### src/hdl/ice_alu_pkg.sv
// Package with opcode and error code constants for the constant-expression ALU.
package ice_alu_pkg;
  localparam int DataW = 32;
  localparam int OpW = 5;
  localparam int ErrW = 2;

  localparam logic [OpW-1:0] OP_HIGH = 5'd0;
  localparam logic [OpW-1:0] OP_LOW = 5'd1;
  localparam logic [OpW-1:0] OP_LNOT = 5'd2;
  localparam logic [OpW-1:0] OP_PLUS = 5'd3;
  localparam logic [OpW-1:0] OP_NEG = 5'd4;
  localparam logic [OpW-1:0] OP_NOT = 5'd5;
  localparam logic [OpW-1:0] OP_LOR = 5'd6;
  localparam logic [OpW-1:0] OP_LAND = 5'd7;
  localparam logic [OpW-1:0] OP_EQ = 5'd8;
  localparam logic [OpW-1:0] OP_GT = 5'd9;
  localparam logic [OpW-1:0] OP_LT = 5'd10;
  localparam logic [OpW-1:0] OP_GE = 5'd11;
  localparam logic [OpW-1:0] OP_LE = 5'd12;
  localparam logic [OpW-1:0] OP_NE = 5'd13;
  localparam logic [OpW-1:0] OP_ADD = 5'd14;
  localparam logic [OpW-1:0] OP_SUB = 5'd15;
  localparam logic [OpW-1:0] OP_XOR = 5'd16;
  localparam logic [OpW-1:0] OP_OR = 5'd17;
  localparam logic [OpW-1:0] OP_AND = 5'd18;
  localparam logic [OpW-1:0] OP_SHL = 5'd19;
  localparam logic [OpW-1:0] OP_SHR = 5'd20;
  localparam logic [OpW-1:0] OP_MUL = 5'd21;
  localparam logic [OpW-1:0] OP_DIV = 5'd22;
  localparam logic [OpW-1:0] OP_MOD = 5'd23;

  localparam logic [ErrW-1:0] ERR_NONE = 2'd0;
  localparam logic [ErrW-1:0] ERR_DIV0 = 2'd1;
  localparam logic [ErrW-1:0] ERR_SHIFT = 2'd2;
  localparam logic [ErrW-1:0] ERR_OP = 2'd3;

  localparam logic [DataW-1:0] INT_MIN = 32'h8000_0000;
  localparam logic [DataW-1:0] BYTE_MASK = 32'h0000_00FF;

  // Divider bits resolved per pipeline stage (32 / 4 = 8 stages).
  localparam int DivBitsPerStage = 4;
  localparam int DivStages = DataW / DivBitsPerStage;

  // Side information carried alongside each item through the pipeline.
  typedef struct packed {
    logic [DataW-1:0] result;
    logic [ErrW-1:0] err;
    logic warn;
    logic is_div;
    logic is_mod;
    logic neg_q;
    logic neg_r;
  } side_t;
endpackage

### src/hdl/ice_alu_div.sv
// Pipelined unsigned restoring divider, a few quotient bits per stage.
module ice_alu_div
  import ice_alu_pkg::*;
(
  input  logic             clk,
  input  logic             en,
  input  logic [DataW-1:0] dividend,
  input  logic [DataW-1:0] divisor,
  output logic [DataW-1:0] quotient,
  output logic [DataW-1:0] remainder
);
  logic [DataW-1:0] rem [DivStages+1];
  logic [DataW-1:0] quo [DivStages+1];
  logic [DataW-1:0] dvs [DivStages+1];

  assign rem[0] = '0;
  assign quo[0] = dividend;
  assign dvs[0] = divisor;

  for (genvar s = 0; s < DivStages; s++) begin : g_stage
    logic [DataW-1:0] r_c [DivBitsPerStage+1];
    logic [DataW-1:0] q_c [DivBitsPerStage+1];
    logic [DataW-1:0] rem_q, quo_q, dvs_q;
    assign r_c[0] = rem[s];
    assign q_c[0] = quo[s];
    for (genvar k = 0; k < DivBitsPerStage; k++) begin : g_bit
      logic [DataW:0] trial;
      logic [DataW:0] diff;
      assign trial = {r_c[k], q_c[k][DataW-1]};
      assign diff = trial - {1'b0, dvs[s]};
      assign r_c[k+1] = diff[DataW] ? trial[DataW-1:0] : diff[DataW-1:0];
      assign q_c[k+1] = {q_c[k][DataW-2:0], ~diff[DataW]};
    end
    always_ff @(posedge clk) begin
      if (en) begin
        rem_q <= r_c[DivBitsPerStage];
        quo_q <= q_c[DivBitsPerStage];
        dvs_q <= dvs[s];
      end
    end
    assign rem[s+1] = rem_q;
    assign quo[s+1] = quo_q;
    assign dvs[s+1] = dvs_q;
  end

  assign quotient = quo[DivStages];
  assign remainder = rem[DivStages];
endmodule

### config.mk
export PLATFORM = sky130hd
export DESIGN_NAME = ice_alu_div
export DESIGN_NICKNAME = d
export VERILOG_FILES = /design/src/hdl/ice_alu_pkg.sv /design/src/hdl/ice_alu_div.sv
export SDC_FILE = /design/constraint.sdc
export NUM_CORES = 2
export LEC_CHECK = 0
export BUFFER_PORTS_ARGS = -buffer_cell sky130_fd_sc_hd__buf_2
export CAP_MARGIN = 20
export CELL_PAD_IN_SITES_DETAIL_PLACEMENT = 0
export CELL_PAD_IN_SITES_GLOBAL_PLACEMENT = 1
export CORE_MARGIN = 4
export CORE_UTILIZATION = 55
export DETAILED_ROUTE_END_ITERATION = 6
export PLACE_DENSITY = 0.89
export SLEW_MARGIN = 30
export SYNTH_ARGS = -nofsm -noshare
export SYNTH_HDL_FRONTEND = slang
export SYNTH_SLANG_ARGS = --single-unit
### constraint.sdc
create_clock -name clk -period 34.7 [get_ports clk]
set_clock_uncertainty 0.05 [all_clocks]
set_input_delay 3.47 -clock clk [delete_from_list [all_inputs] [get_ports clk]]
set_output_delay 3.47 -clock clk [all_outputs]
set_load 0.01 [all_outputs]
==> key figures <==
Run status
  – Status: finished, final reports clean

Synth
  – Mapped cell area: 0.0832 mm2
  – Ys Warns: 0
  – Mean post-synth cell area: 8.62 um2
  – Share of the yosys chip area belonging to registers: 0.266
  – Synthesized flop and latch total: 736
  – Top FF cell, synth: edfxtp_1
  – Synth cell types: 104
  – Cell count after synthesis: 9,652
  – Synth async-reset ratio: 0
  – Number of synthesized flops with an enable pin: 736

Detailed routing
  – Detail Route Antenna Nets: 0
  – Average routed wire per standard cell: 21.7 um
  – DR vias/cell: 6.26
  – Vias: 73,700
  – Pre-Repair DR Iteration Count: 6
  – Routed wire length: 256,000 um
  – Drc violations: 0
  – Drt first-iter violations: 5,696

Clock network
  – CTS H-Tree Depth: 3
  – Insertion delay to the later sink of the worst-skew pair: 0.71 ns
  – Num CTS Buffers: 86
  – Number of gates resized after cts: 0
  – Post-CTS Setup Inserts: 0
  – Clock root buffer: clkbuf_16
  – Max Buffers Root-to-Sink: 3
  – # hold bufs at CTS: 0
  – CTS tree: yes
  – Reg clk slew, reported paths: 0.06 ns
  – CTS Sinks: 736

STA
  – Worst-Margin Slew: 0.974 ns
  – Setup_tns: 0 ns
  – Period utilization: 0.543
  – Unrepaired setup endpoints after global routing: false
  – Final number of hold-violating endpoints: 0
  – Max Slew Vio Count: 0
  – Setup Viol. Count Final: 0
  – Slew margin rel.: 0.350
  – Fmax: 53.1 MHz
  – Fin crit period: 18.83 ns

Setup path
  – Critical path endpoint category: flip-flop
  – Critical Path RT: 35.06 ns
  – Arrival @ worst endpoint: 19.19 ns
  – Critical setup path kind: reg2reg
  – CP Max Fanout: 80
  – Critical-path top delay cell: edfxtp_1
  – Crit path largest cell delay: 0.78 ns
  – Worst setup SP type: flip-flop
  – Most common cell on crit path: o21ai_0

Place
  – Global placement routability congestion: 0.968
  – # port buffers: 129
  – Post-DP HPWL: 206,000 um

Floorplanning
  – Number of core rows: 142
  – DIE WIDTH: 397 um
  – I/O pins: 130
  – DIE AREA: 0.158 mm2
  – Die H: 397 um
  – Core box area: 0.150 mm2
  – Starting density of the core: 0.554

Global routing
  – Met2 usage: 0.530
  – Vias in the first global route: 70,000
  – Largest net degree at the start of global routing: 114
  – GR Overflow Total: 0
  – Initial antenna violation count: 7
  – GRT Overall Usage: 0.313
  – GR Util met1: 0.391
  – GR Layer Usage met3: 0.0329
  – Grt peak-use layer: met2
  – First-pass GRT wire length: 392,000 um

Layout
  – Share of cells above drive strength 1: 0.0749
  – Most frequent cells in the layout: ha_1, a21oi_1, nor2_1
  – Area growth syn-to-layout: 7.01%
  – Layout Nets: 10,800
  – Most common cell after layout, fill and taps aside: ha_1
  – N_diodes: 0

Flow run
  – Maximum capacitance violations: 0

Min path
  – HP Class: reg2reg
-- critical path, delay by kind of cell (launching register included) --
kind	cells	cell delay, ns
simple gates	15	3.13
buf+inv	5	2.11
compound gates	31	8.95
fa+ha+maj	4	1.48
mux	2	0.78
flops	1	0.78
xor+xnor	4	1.08
-- cell usage after synthesis (36+ instances only) --
| master | n | area [um2] |
|---|---|---|
| a21oi_1 | 950 | 4750 |
| or3_1 | 52 | 325 |
| inv_1 | 649 | 2440 |
| nor2_1 | 743 | 2790 |
| nor2b_1 | 180 | 1130 |
| nor3_1 | 134 | 671 |
| and3_1 | 81 | 507 |
| clkbuf_1 | 179 | 672 |
| nand2_1 | 739 | 2770 |
| or2_2 | 41 | 257 |
| o21ai_0 | 609 | 3050 |
| a21o_1 | 400 | 3000 |
| mux2i_1 | 128 | 1280 |
| edfxtp_1 | 736 | 22100 |
| o221ai_1 | 61 | 534 |
| xor2_1 | 286 | 2500 |
| xnor2_1 | 563 | 4930 |
| o21bai_1 | 129 | 968 |
| ha_1 | 994 | 12400 |
| nand3_1 | 178 | 891 |
| nand2b_1 | 166 | 1040 |
| mux2_2 | 253 | 2850 |
| o211ai_1 | 53 | 398 |
| o21a_1 | 166 | 1250 |
| buf_2 | 36 | 180 |
| a31oi_1 | 99 | 619 |
| a211oi_1 | 124 | 931 |
| o31ai_1 | 53 | 398 |
| nand4_1 | 46 | 288 |
| and2_1 | 54 | 338 |
| a22oi_1 | 79 | 593 |
| a221o_1 | 52 | 521 |
-- path summary, 6_finish.rpt --
path | startpoint | end | slack (ns) | cells after the start
worst max-delay path | g_stage[1].dvs_q[1]$_DFFE_PP_ | g_stage[2].rem_q[19]$_DFFE_PP_ | 15.87 | 61
worst min-delay path | g_stage[3].quo_q[19]$_DFFE_PP_ | g_stage[4].quo_q[23]$_DFFE_PP_ | 0.36 | 0
worst max register to register | g_stage[1].dvs_q[1]$_DFFE_PP_ | g_stage[2].rem_q[19]$_DFFE_PP_ | 15.87 | 61
worst min register to register | g_stage[3].quo_q[19]$_DFFE_PP_ | g_stage[4].quo_q[23]$_DFFE_PP_ | 0.36 | 0
-- stage by stage --
step / util / cell area [um2] / worst slack [ns] / std cells / hold WS [ns]
2_1_floorplan: - / 83200 / 19.77 / 9666 / 0.350
3_3_place_gp: 0.573 / 86100 / 16.48 / 11600 / 0.351
3_5_place_dp: 0.574 / 86100 / 16.32 / 11600 / 0.355
4_1_cts: 0.593 / 89000 / 16.24 / 11800 / 0.367
5_1_grt: 0.593 / 89000 / 14.34 / 11800 / 0.372
6_report: 0.593 / 89000 / 15.87 / 11800 / 0.365
-- routing by layer --
metal	wire, um	vias to the layer above
li1	-	35800
met2	120000	2411
met1	105000	34800
met5	0	-
met4	15900	0
met3	14500	623
-- layout make-up --
| class | count | area, um2 |
|---|---|---|
| inverters | 657 | 2470 |
| well taps | 2016 | 2520 |
| clock buffers | 94 | 2180 |
| repair buffers | 189 | 1150 |
| multi-input cells | 8021 | 57900 |
| clock inverters | 64 | 679 |
| fillers | 13400 | 61100 |
| flip-flops and latches | 736 | 22100 |
-- logic make-up after synthesis --
kind of cell	Yosys count	synth area share
compound gates	3212	0.251
xor+xnor	861	0.0919
fa+ha+maj	1027	0.157
buf+inv	909	0.0420
flops	736	0.266
mux	393	0.0513
other cells	1	0.0000451
simple gates	2513	0.141
-- state kept, by name (all words and copies together) (netlist names) --
| signal | count |
|---|---|
| g_stage.dvs_q | 224 |
| g_stage.quo_q | 224 |
| g_stage.rem_q | 224 |
| quotient | 32 |
| remainder | 32 |
Power is not shown: default switching activity piles up to over one toggle a cycle in this logic, so the estimate is an artifact.
